[src/rtl/crs_pkg.sv]
// Shared types and constants of the cubic fractional resampler.
`default_nettype none

package crs_pkg;

    // Fixed-point layout
    localparam int PHASE_FRAC_BITS = 16;
    localparam int PHASE_W         = PHASE_FRAC_BITS;
    localparam int RATE_W          = PHASE_FRAC_BITS + 2;
    localparam int SAMPLE_W        = 16;
    localparam int OUT_W           = 18;
    localparam int GUARD_BITS      = 16;
    localparam int COEF_W          = 20;
    localparam int H_W             = COEF_W + GUARD_BITS + 4;
    localparam int PROD_W          = H_W + PHASE_W + 1;
    localparam int V_W             = 24;
    localparam int W_W             = 21;

    // floor(w / 6) as (w * RECIP) >> RECIP_SHIFT, exact for w below 2^W_W
    localparam int RECIP_W         = 22;
    localparam int RECIP_SHIFT     = 24;
    localparam logic [RECIP_W-1:0] RECIP = RECIP_W'(2796203);

    // 6 * 2^(OUT_W-1): offset that maps the unsaturated range onto [0, 2*SAT_OFS)
    localparam int SAT_OFS         = 786432;
    localparam int SAT_SPAN        = 2 * SAT_OFS;

    localparam logic signed [H_W-1:0] ROUND_OFS = H_W'(3) <<< GUARD_BITS;

    localparam logic [RATE_W-1:0] RATE_MIN   = RATE_W'(1) << (PHASE_FRAC_BITS - 2);
    localparam logic [RATE_W-1:0] RATE_MAX   = RATE_W'(3) << PHASE_FRAC_BITS;
    localparam logic [RATE_W-1:0] RATE_RESET = RATE_W'(1) << PHASE_FRAC_BITS;

    // Run length cap: index of the fourth output of one item
    localparam logic [1:0] RUN_LAST = 2'd3;

    // Job queue between front and back
    localparam int QUEUE_DEPTH = 2;
    localparam int QPTR_W      = $clog2(QUEUE_DEPTH);
    localparam int QCNT_W      = $clog2(QUEUE_DEPTH + 1);

    // Configuration register indexes
    localparam int CFG_IDX_W = 1;
    localparam logic [CFG_IDX_W-1:0] REG_STEP_RATE     = 1'b0;
    localparam logic [CFG_IDX_W-1:0] REG_SAMPLE_FORMAT = 1'b1;

    typedef struct packed {
        logic signed [SAMPLE_W-1:0] b0;
        logic signed [SAMPLE_W-1:0] b1;
        logic signed [SAMPLE_W-1:0] b2;
        logic signed [SAMPLE_W-1:0] b3;
        logic [PHASE_W-1:0]         phase;
        logic                       last;
    } crs_job_t;

    typedef struct packed {
        logic     valid;
        crs_job_t job;
    } crs_push_t;

endpackage

`default_nettype wire

[src/rtl/crs_front.sv]
// Front end: configuration, sample history and phase accumulator; issues one job per output.
`default_nettype none

module crs_front
    import crs_pkg::*;
(
    input  wire logic                       clk,
    input  wire logic                       rst_n,
    input  wire logic                       in_valid,
    output logic                            in_stall,
    input  wire logic signed [SAMPLE_W-1:0] raw_sample,
    input  wire logic                       cfg_valid,
    output logic                            cfg_ready,
    input  wire logic [CFG_IDX_W-1:0]       cfg_index,
    input  wire logic [RATE_W-1:0]          cfg_data,
    output crs_push_t                       push,
    input  wire logic                       queue_full
);

    logic signed [SAMPLE_W-1:0] hist_reg [4];
    logic [PHASE_W-1:0]         phase_reg;
    logic [1:0]                 owed_reg;
    logic [1:0]                 count_reg;
    logic                       busy_reg;
    logic [RATE_W-1:0]          rate_reg;
    logic                       fmt_reg;

    logic                       in_accept;
    logic signed [SAMPLE_W-1:0] sample_c;
    logic [1:0]                 owed_dec;
    logic [RATE_W-1:0]          acc;
    logic [1:0]                 owed_new;
    logic                       run_last;
    logic                       do_push;
    logic [RATE_W-1:0]          rate_clamped;

    assign cfg_ready = 1'b1;
    assign in_stall  = busy_reg;
    assign in_accept = in_valid && !busy_reg;

    // 8-bit format: low byte as signed, times 256
    assign sample_c = fmt_reg ? {raw_sample[7:0], 8'h00} : raw_sample;
    assign owed_dec = (owed_reg != 2'd0) ? owed_reg - 2'd1 : 2'd0;

    assign acc      = RATE_W'(phase_reg) + rate_reg;
    assign owed_new = acc[PHASE_FRAC_BITS +: 2];
    assign run_last = (owed_new != 2'd0) || (count_reg == RUN_LAST);
    assign do_push  = busy_reg && !queue_full;

    always_comb
    begin
        if (cfg_data < RATE_MIN)
        begin
            rate_clamped = RATE_MIN;
        end
        else if (cfg_data > RATE_MAX)
        begin
            rate_clamped = RATE_MAX;
        end
        else
        begin
            rate_clamped = cfg_data;
        end
    end

    always_comb
    begin
        push.valid     = do_push;
        push.job.b0    = hist_reg[0];
        push.job.b1    = hist_reg[1];
        push.job.b2    = hist_reg[2];
        push.job.b3    = hist_reg[3];
        push.job.phase = phase_reg;
        push.job.last  = run_last;
    end

    always_ff @(posedge clk or negedge rst_n)
    begin
        if (!rst_n)
        begin
            rate_reg <= RATE_RESET;
            fmt_reg  <= 1'b0;
        end
        else if (cfg_valid)
        begin
            unique case (cfg_index)
                REG_STEP_RATE:     rate_reg <= rate_clamped;
                REG_SAMPLE_FORMAT: fmt_reg  <= cfg_data[0];
                default:           ;
            endcase
        end
    end

    always_ff @(posedge clk or negedge rst_n)
    begin
        if (!rst_n)
        begin
            for (int i = 0; i < 4; i++)
            begin
                hist_reg[i] <= '0;
            end
            phase_reg <= '0;
            owed_reg  <= 2'd1;
            count_reg <= 2'd0;
            busy_reg  <= 1'b0;
        end
        else if (in_accept)
        begin
            hist_reg[0] <= hist_reg[1];
            hist_reg[1] <= hist_reg[2];
            hist_reg[2] <= hist_reg[3];
            hist_reg[3] <= sample_c;
            owed_reg    <= owed_dec;
            count_reg   <= 2'd0;
            busy_reg    <= (owed_dec == 2'd0);
        end
        else if (do_push)
        begin
            // advance phase once per issued output
            phase_reg <= acc[PHASE_W-1:0];
            owed_reg  <= owed_new;
            count_reg <= count_reg + 2'd1;
            if (run_last)
            begin
                busy_reg <= 1'b0;
            end
        end
    end

endmodule

`default_nettype wire

[src/rtl/crs_queue.sv]
// Short job queue between the front end and the interpolator.
`default_nettype none

module crs_queue
    import crs_pkg::*;
(
    input  wire logic clk,
    input  wire logic rst_n,
    input  crs_push_t push,
    output logic      full,
    input  wire logic pop,
    output logic      empty,
    output crs_job_t  head
);

    crs_job_t           entry_reg [QUEUE_DEPTH];
    logic [QPTR_W-1:0]  wr_ptr_reg;
    logic [QPTR_W-1:0]  rd_ptr_reg;
    logic [QCNT_W-1:0]  count_reg;

    logic do_push;
    logic do_pop;

    assign full    = (count_reg == QCNT_W'(QUEUE_DEPTH));
    assign empty   = (count_reg == '0);
    assign do_push = push.valid && !full;
    assign do_pop  = pop && !empty;
    assign head    = entry_reg[rd_ptr_reg];

    function automatic logic [QPTR_W-1:0] ptr_inc(input logic [QPTR_W-1:0] p);
        if (p == QPTR_W'(QUEUE_DEPTH - 1))
        begin
            return '0;
        end
        return p + QPTR_W'(1);
    endfunction

    always_ff @(posedge clk)
    begin
        if (do_push)
        begin
            entry_reg[wr_ptr_reg] <= push.job;
        end
    end

    always_ff @(posedge clk or negedge rst_n)
    begin
        if (!rst_n)
        begin
            wr_ptr_reg <= '0;
            rd_ptr_reg <= '0;
            count_reg  <= '0;
        end
        else
        begin
            if (do_push)
            begin
                wr_ptr_reg <= ptr_inc(wr_ptr_reg);
            end
            if (do_pop)
            begin
                rd_ptr_reg <= ptr_inc(rd_ptr_reg);
            end
            if (do_push && !do_pop)
            begin
                count_reg <= count_reg + QCNT_W'(1);
            end
            else if (do_pop && !do_push)
            begin
                count_reg <= count_reg - QCNT_W'(1);
            end
        end
    end

endmodule

`default_nettype wire

[src/rtl/crs_back.sv]
// Interpolator: Horner evaluation with one shared multiplier, rounding, saturation, output register.
`default_nettype none

module crs_back
    import crs_pkg::*;
(
    input  wire logic                 clk,
    input  wire logic                 rst_n,
    input  wire logic                 queue_empty,
    input  crs_job_t                  head,
    output logic                      pop,
    output logic                      out_valid,
    input  wire logic                 out_stall,
    output logic signed [OUT_W-1:0]   interpolated_sample,
    output logic                      last_of_run
);

    localparam logic [2:0] ST_IDLE = 3'd0;
    localparam logic [2:0] ST_MUL  = 3'd1;
    localparam logic [2:0] ST_ADD  = 3'd2;
    localparam logic [2:0] ST_FIN  = 3'd3;
    localparam logic [2:0] ST_DIV  = 3'd4;

    logic [2:0]                state_reg;
    logic [1:0]                step_reg;
    logic [PHASE_W-1:0]        phase_reg;
    logic                      last_reg;
    logic signed [COEF_W-1:0]  c2_reg;
    logic signed [COEF_W-1:0]  c1_reg;
    logic signed [COEF_W-1:0]  c0_reg;
    logic signed [H_W-1:0]     h_reg;
    logic signed [PROD_W-1:0]  prod_reg;
    logic [W_W-1:0]            w_reg;
    logic                      sat_hi_reg;
    logic                      sat_lo_reg;
    logic                      out_valid_reg;
    logic signed [OUT_W-1:0]   out_sample_reg;
    logic                      out_last_reg;

    logic signed [COEF_W-1:0]  e0, e1, e2, e3;
    logic signed [COEF_W-1:0]  c1_c, c2_c, c3_c, c0_c;
    logic signed [COEF_W-1:0]  coef_sel;
    logic signed [PROD_W-1:0]  prod_c;
    logic signed [H_W-1:0]     h_add;
    logic signed [H_W-1:0]     h_round;
    logic signed [V_W-1:0]     v_c;
    logic signed [V_W-1:0]     w_full;
    logic [W_W+RECIP_W-1:0]    qprod;
    logic [OUT_W-1:0]          q_c;
    logic signed [OUT_W-1:0]   y_c;
    logic                      out_free;

    assign out_valid           = out_valid_reg;
    assign interpolated_sample = out_sample_reg;
    assign last_of_run         = out_last_reg;
    assign out_free            = !out_valid_reg || !out_stall;
    assign pop                 = (state_reg == ST_IDLE) && !queue_empty;

    // Cubic Lagrange polynomial coefficients, scaled by 6
    assign e0   = COEF_W'(head.b0);
    assign e1   = COEF_W'(head.b1);
    assign e2   = COEF_W'(head.b2);
    assign e3   = COEF_W'(head.b3);
    assign c1_c = (e2 <<< 2) + (e2 <<< 1) - (e0 <<< 1) - (e1 <<< 1) - e1 - e3;
    assign c2_c = (e0 <<< 1) + e0 - (e1 <<< 2) - (e1 <<< 1) + (e2 <<< 1) + e2;
    assign c3_c = (e1 <<< 1) + e1 - (e2 <<< 1) - e2 + e3 - e0;
    assign c0_c = (e1 <<< 2) + (e1 <<< 1);

    always_comb
    begin
        case (step_reg)
            2'd0:    coef_sel = c2_reg;
            2'd1:    coef_sel = c1_reg;
            default: coef_sel = c0_reg;
        endcase
    end

    assign prod_c = h_reg * $signed({1'b0, phase_reg});
    // floor shift by the phase fraction width is a plain part-select
    assign h_add  = (H_W'(coef_sel) <<< GUARD_BITS) + prod_reg[PHASE_FRAC_BITS +: H_W];

    assign h_round = h_reg + ROUND_OFS;
    assign v_c     = h_round[GUARD_BITS +: V_W];
    assign w_full  = v_c + V_W'(SAT_OFS);

    assign qprod = w_reg * RECIP;
    assign q_c   = qprod[RECIP_SHIFT +: OUT_W];
    // subtract 2^(OUT_W-1): flip the top bit
    assign y_c   = $signed({~q_c[OUT_W-1], q_c[OUT_W-2:0]});

    always_ff @(posedge clk)
    begin
        unique case (state_reg)
            ST_IDLE:
            begin
                if (!queue_empty)
                begin
                    c2_reg    <= c2_c;
                    c1_reg    <= c1_c;
                    c0_reg    <= c0_c;
                    h_reg     <= H_W'(c3_c) <<< GUARD_BITS;
                    phase_reg <= head.phase;
                    last_reg  <= head.last;
                end
            end
            ST_MUL:
            begin
                prod_reg <= prod_c;
            end
            ST_ADD:
            begin
                h_reg <= h_add;
            end
            ST_FIN:
            begin
                w_reg      <= w_full[W_W-1:0];
                sat_lo_reg <= w_full[V_W-1];
                sat_hi_reg <= (w_full >= V_W'(SAT_SPAN));
            end
            ST_DIV:
            begin
                if (out_free)
                begin
                    out_last_reg <= last_reg;
                    if (sat_hi_reg)
                    begin
                        out_sample_reg <= {1'b0, {(OUT_W-1){1'b1}}};
                    end
                    else if (sat_lo_reg)
                    begin
                        out_sample_reg <= {1'b1, {(OUT_W-1){1'b0}}};
                    end
                    else
                    begin
                        out_sample_reg <= y_c;
                    end
                end
            end
            default: ;
        endcase
    end

    always_ff @(posedge clk or negedge rst_n)
    begin
        if (!rst_n)
        begin
            state_reg     <= ST_IDLE;
            step_reg      <= 2'd0;
            out_valid_reg <= 1'b0;
        end
        else
        begin
            if ((state_reg == ST_DIV) && out_free)
            begin
                out_valid_reg <= 1'b1;
            end
            else if (out_valid_reg && !out_stall)
            begin
                out_valid_reg <= 1'b0;
            end
            unique case (state_reg)
                ST_IDLE:
                begin
                    if (!queue_empty)
                    begin
                        step_reg  <= 2'd0;
                        state_reg <= ST_MUL;
                    end
                end
                ST_MUL:
                begin
                    state_reg <= ST_ADD;
                end
                ST_ADD:
                begin
                    if (step_reg == 2'd2)
                    begin
                        state_reg <= ST_FIN;
                    end
                    else
                    begin
                        step_reg  <= step_reg + 2'd1;
                        state_reg <= ST_MUL;
                    end
                end
                ST_FIN:
                begin
                    state_reg <= ST_DIV;
                end
                ST_DIV:
                begin
                    // hold until the output register frees up
                    if (out_free)
                    begin
                        state_reg <= ST_IDLE;
                    end
                end
                default:
                begin
                    state_reg <= ST_IDLE;
                end
            endcase
        end
    end

endmodule

`default_nettype wire

[src/rtl/cubic_fractional_resampler.sv]
// The interpolator handles one output at a time: it takes a job, runs three multiply/add
// Horner steps on one shared multiplier, then rounds and divides by 6 with a reciprocal
// multiply, holding its result while the output is stalled. The front end takes one sample
// per cycle while not busy and issues one job per cycle while the job queue is not full.
// Reset (async, active low): history and phase zero, one sample owed, rate 1.0,
// 16-bit sample format, job queue and output register empty.
`default_nettype none

module cubic_fractional_resampler
    import crs_pkg::*;
(
    input  wire logic                       clk,
    input  wire logic                       rst_n,
    input  wire logic                       in_valid,
    output logic                            in_stall,
    input  wire logic signed [SAMPLE_W-1:0] raw_sample,
    output logic                            out_valid,
    input  wire logic                       out_stall,
    output logic signed [OUT_W-1:0]         interpolated_sample,
    output logic                            last_of_run,
    input  wire logic                       cfg_valid,
    output logic                            cfg_ready,
    input  wire logic [CFG_IDX_W-1:0]       cfg_index,
    input  wire logic [RATE_W-1:0]          cfg_data
);

    crs_push_t push;
    crs_job_t  head;
    logic      queue_full;
    logic      queue_empty;
    logic      pop;

    crs_front u_front (
        .clk        (clk),
        .rst_n      (rst_n),
        .in_valid   (in_valid),
        .in_stall   (in_stall),
        .raw_sample (raw_sample),
        .cfg_valid  (cfg_valid),
        .cfg_ready  (cfg_ready),
        .cfg_index  (cfg_index),
        .cfg_data   (cfg_data),
        .push       (push),
        .queue_full (queue_full)
    );

    crs_queue u_queue (
        .clk   (clk),
        .rst_n (rst_n),
        .push  (push),
        .full  (queue_full),
        .pop   (pop),
        .empty (queue_empty),
        .head  (head)
    );

    crs_back u_back (
        .clk                 (clk),
        .rst_n               (rst_n),
        .queue_empty         (queue_empty),
        .head                (head),
        .pop                 (pop),
        .out_valid           (out_valid),
        .out_stall           (out_stall),
        .interpolated_sample (interpolated_sample),
        .last_of_run         (last_of_run)
    );

endmodule

`default_nettype wire
[config.mk]
export PLATFORM = sky130hd
export DESIGN_NAME = cubic_fractional_resampler
export DESIGN_NICKNAME = d
export VERILOG_FILES = /design/src/rtl/crs_pkg.sv /design/src/rtl/crs_front.sv /design/src/rtl/crs_queue.sv /design/src/rtl/crs_back.sv /design/src/rtl/cubic_fractional_resampler.sv
export SDC_FILE = /design/constraint.sdc
export NUM_CORES = 2
export LEC_CHECK = 0
export BUFFER_PORTS_ARGS = -buffer_cell sky130_fd_sc_hd__buf_2
export CAP_MARGIN = 0
export CORE_AREA = 4 4 395 397
export CTS_CLUSTER_DIAMETER = 150
export CTS_CLUSTER_SIZE = 24
export DETAILED_ROUTE_END_ITERATION = 10
export DIE_AREA = 0 0 399 401
export SYNTH_ARGS = -nofsm -noshare
export SYNTH_HDL_FRONTEND = slang
export SYNTH_SLANG_ARGS = --single-unit
[constraint.sdc]
create_clock -name clk -period 7.8 [get_ports clk]
set_input_delay 0.78 -clock clk [delete_from_list [all_inputs] [get_ports clk]]
set_output_delay 0.78 -clock clk [all_outputs]
set_load 0.005 [all_outputs]
==> results by group <==
Outcome
  – Outcome: finished clean

Yosys
  – Yosys top cell area share: 0.322
  – Mean Syn Cell Area: 10.6 um^2
  – Post-synth EDFFs: between 300 and 400
  – Area contributors post-synth: fa_1 32%, edfxtp_1 20%, ha_1 11%
  – Cell taking the most area after synthesis: fa_1
  – Mapped cell area: about 55000 um^2
  – #FFs+latches synth: about 470
  – YS warnings: 0
  – Post-synth ARST share: 0.241
  – Top FF cell, synth: edfxtp_1
  – Simple logic cell fraction of the synthesized area: 0.106
  – Synth Instances: 5168
  – Xor/xnor share of the synthesized area: 0.0366
  – Register area share after synthesis: 0.250
  – Library cells used by synthesis: 90
  – Post-synthesis adder-cell area fraction: 0.429
  – Mux contribution to synthesized area: 0.0287
  – Synth Area in Compound Gates: 0.0648
  – Syn nets: between 6000 and 7000
  – Largest family of logic cells by synthesized area: adder cells

Setup path
  – R2R setup slack: 0.35 ns
  – CP Launch Type: flop
  – Critical path class: flop to flop
  – Reg2Reg Depth: 19
  – Critical Path Fanout Max: 22
  – RR Startpoint: u_back.phase_reg[3]
  – Crit path required time: approximately 8 ns
  – Worst Setup End Kind: flop
  – Reg2reg end: u_back.prod_reg[55]
  – Crit path DAT: 7.85 ns

Clock network
  – CTS tree: built
  – Worst-Skew Late Latency: 0.64 ns
  – Number of buffers on the longest clock path: 3
  – Post-CTS sizing: 0
  – Clock Tree Root: clkbuf_16
  – Clock H-tree levels: 1
  – Clk pin slew, worst setup/hold paths: 0.10 ns
  – Clock Sink Count: roughly 470
  – Number of CTS-inserted buffers: 25

STA
  – Peak Freq: 134 MHz
  – RSZ-0062 raised after global routing: no
  – Max_slew headroom: 0.190
  – Setup violations, final: 0
  – TNS Setup: 0 ns
  – Setup ws final: 0.348 ns
  – Final max-slew violation count: 0
  – Final worst-path cycle share: 0.955
  – Least-Margin Pin Slew: 1.21 ns
  – Minimum clock period: 7.45 ns
  – Skew final: between 0.07 and 0.08 ns
  – Final Hold Fails: 0

Global routing
  – Vias in the first global route: 37504
  – Global-route wire length before repair: 197000 um
  – Largest net degree at the start of global routing: 66
  – Total global routing overflow: 0
  – Total GRT Usage: 0.151
  – Initial antenna violation count: 12

Cells and area
  – Area delta synth->final: 6.75%
  – Final core occ: 0.383
  – Commonest cells after routing, fill and taps aside: 1047 x inv_1, 878 x fa_1, 585 x nand2_1, 464 x ha_1, 359 x edfxtp_1
  – Design area: 58200 um^2
  – Commonest non-fill, non-tap cell in the layout: inv_1
  – Number of fill cells: 15000
  – Final net count: 6549
  – Number of flip-flops in the largest register: 162
  – Layout cells sized above 1: 0.0588

Die
  – Placement row count: 143
  – Core area: 152000 um^2
  – Initial cell density of the core: 0.359
  – Ports: 62
  – Die width: 399 um
  – Vert. Die Dim: 401 um
  – Die area: 160000 um^2

Placed design
  – Port Buffer Count: 60
  – Placed Area: 57400 um^2
  – Setup slack at placement: 0.269 ns
  – Detailed placement HPWL: just under 100000 um
  – Routability cong.: roughly 0.84

Route
  – Drt drc: 0
  – Drt first pass iters: 5
  – Vias per cell: 4.80
  – Drt initial violations: 1615
  – Drt total wl: 119000 um
  – Number of routed nets with antenna violations: 0
  – Routed wire length per instance: around 16 um
  – Via count: 34685

Min path
  – Worst min path class: primary input to asynchronous set/reset pin

Flow run
  – Maxcap violations: 0
[cell usage after synthesis, drive strengths merged (4+ instances only)]
| library cell | count |
|---|---|
| and3 | 40 |
| a21oi | 154 |
| o21a | 24 |
| o31ai | 8 |
| dfrtp | 112 |
| buf | 20 |
| nand4 | 9 |
| o21bai | 22 |
| nand2 | 587 |
| a22o | 15 |
| a41o | 6 |
| or3 | 18 |
| nor3 | 44 |
| o41a | 4 |
| a21o | 67 |
| a41oi | 5 |
| nor2 | 127 |
| a211o | 6 |
| o311ai | 4 |
| mux2 | 85 |
| nand2b | 34 |
| o41ai | 4 |
| a311oi | 5 |
| and2 | 234 |
| inv | 1048 |
| mux2i | 61 |
| nor4 | 10 |
| a221o | 4 |
| nor2b | 37 |
| xnor2 | 140 |
| ha | 464 |
| or2 | 7 |
| a21boi | 10 |
| a211oi | 20 |
| clkbuf | 155 |
| xor2 | 88 |
| and4 | 4 |
| a31o | 6 |
| edfxtp | 359 |
| o21ai | 116 |
| a22oi | 19 |
| fa | 878 |
| o2111ai | 5 |
| nand3 | 52 |
| a31oi | 11 |
[worst max path at each step]
stage / from / to / depth (start not counted)
2_1_floorplan: u_queue.rd_ptr_reg / u_back.c2_reg[18] / 24
6_report: u_back.phase_reg[3] / u_back.prod_reg[55] / 19
5_1_grt: u_back.phase_reg[11] / u_back.prod_reg[55] / 19
4_1_cts: u_back.h_reg[19] / u_back.prod_reg[55] / 19
3_5_place_dp: u_back.phase_reg[4] / u_back.prod_reg[55] / 20
3_3_place_gp: u_back.h_reg[19] / u_back.prod_reg[55] / 19
[routing by layer]
metal,track usage,wire length (um)
met5,0,21
met2,0.260,58300
met4,0.0247,1990
met3,0.0190,4820
met1,0.208,53500
[cells by family (layout without fill, tap and decap cells)]
| family | after synthesis | count (layout) |
|---|---|---|
| other | 1 | 8 |
| xor gates and xnor gates | 228 | 228 |
| DFF | 473 | 473 |
| adders and majority gates | 1342 | 1342 |
| muxes | 146 | 146 |
| and+or+nand+nor | 1216 | 1216 |
| AOI/OAI and AO/OA | 537 | 537 |
| buffers and inverters | 1225 | 1242 |
[worst max-delay path, cell delays in order, from the launching register on]
cell	delay, ns
edfxtp_1	1.02
nand2_1	0.19
fa_1	0.54
fa_1	0.53
fa_1	0.52
inv_1	0.06
fa_1	0.55
fa_1	0.43
fa_1	0.44
ha_1	0.43
nand2_1	0.08
o21a_1	0.22
and3_1	0.17
a32o_2	0.34
o31ai_2	0.50
a311oi_2	0.33
a21oi_4	0.31
nand3_2	0.15
a311oi_1	0.32
xnor2_1	0.11
[cell type report]
type | count | area [um^2] | area share
Antenna cell | 7 | 17.5 | 0.000301
Clock buffer | 39 | 678 | 0.0116
Clock inverter | 6 | 86.3 | 0.00148
Inverter | 1050 | 3940 | 0.0677
Multi-Input combinational cell | 3470 | 36300 | 0.624
Sequential cell | 473 | 13600 | 0.234
Tap cell | 2030 | 2540 | 0.0436
Timing Repair Buffer | 147 | 1010 | 0.0173
[repair_timing]
| action | in CTS | in global routing |
|---|---|---|
| hold buffers | 0 | 0 |
| setup endpoints to repair | 0 | 1 |
| buffers inserted | 0 | 4 |
[per-stage QoR]
stage	cells	hold WS, ns
floorplan	5168	0.400
CTS	7211	0.230
detailed placement	7166	0.417
global placement	7166	0.407
global route	7219	0.245
finish	7222	0.225
Power is not shown: default switching activity piles up to over one toggle a cycle in this logic, so the estimate is an artifact.
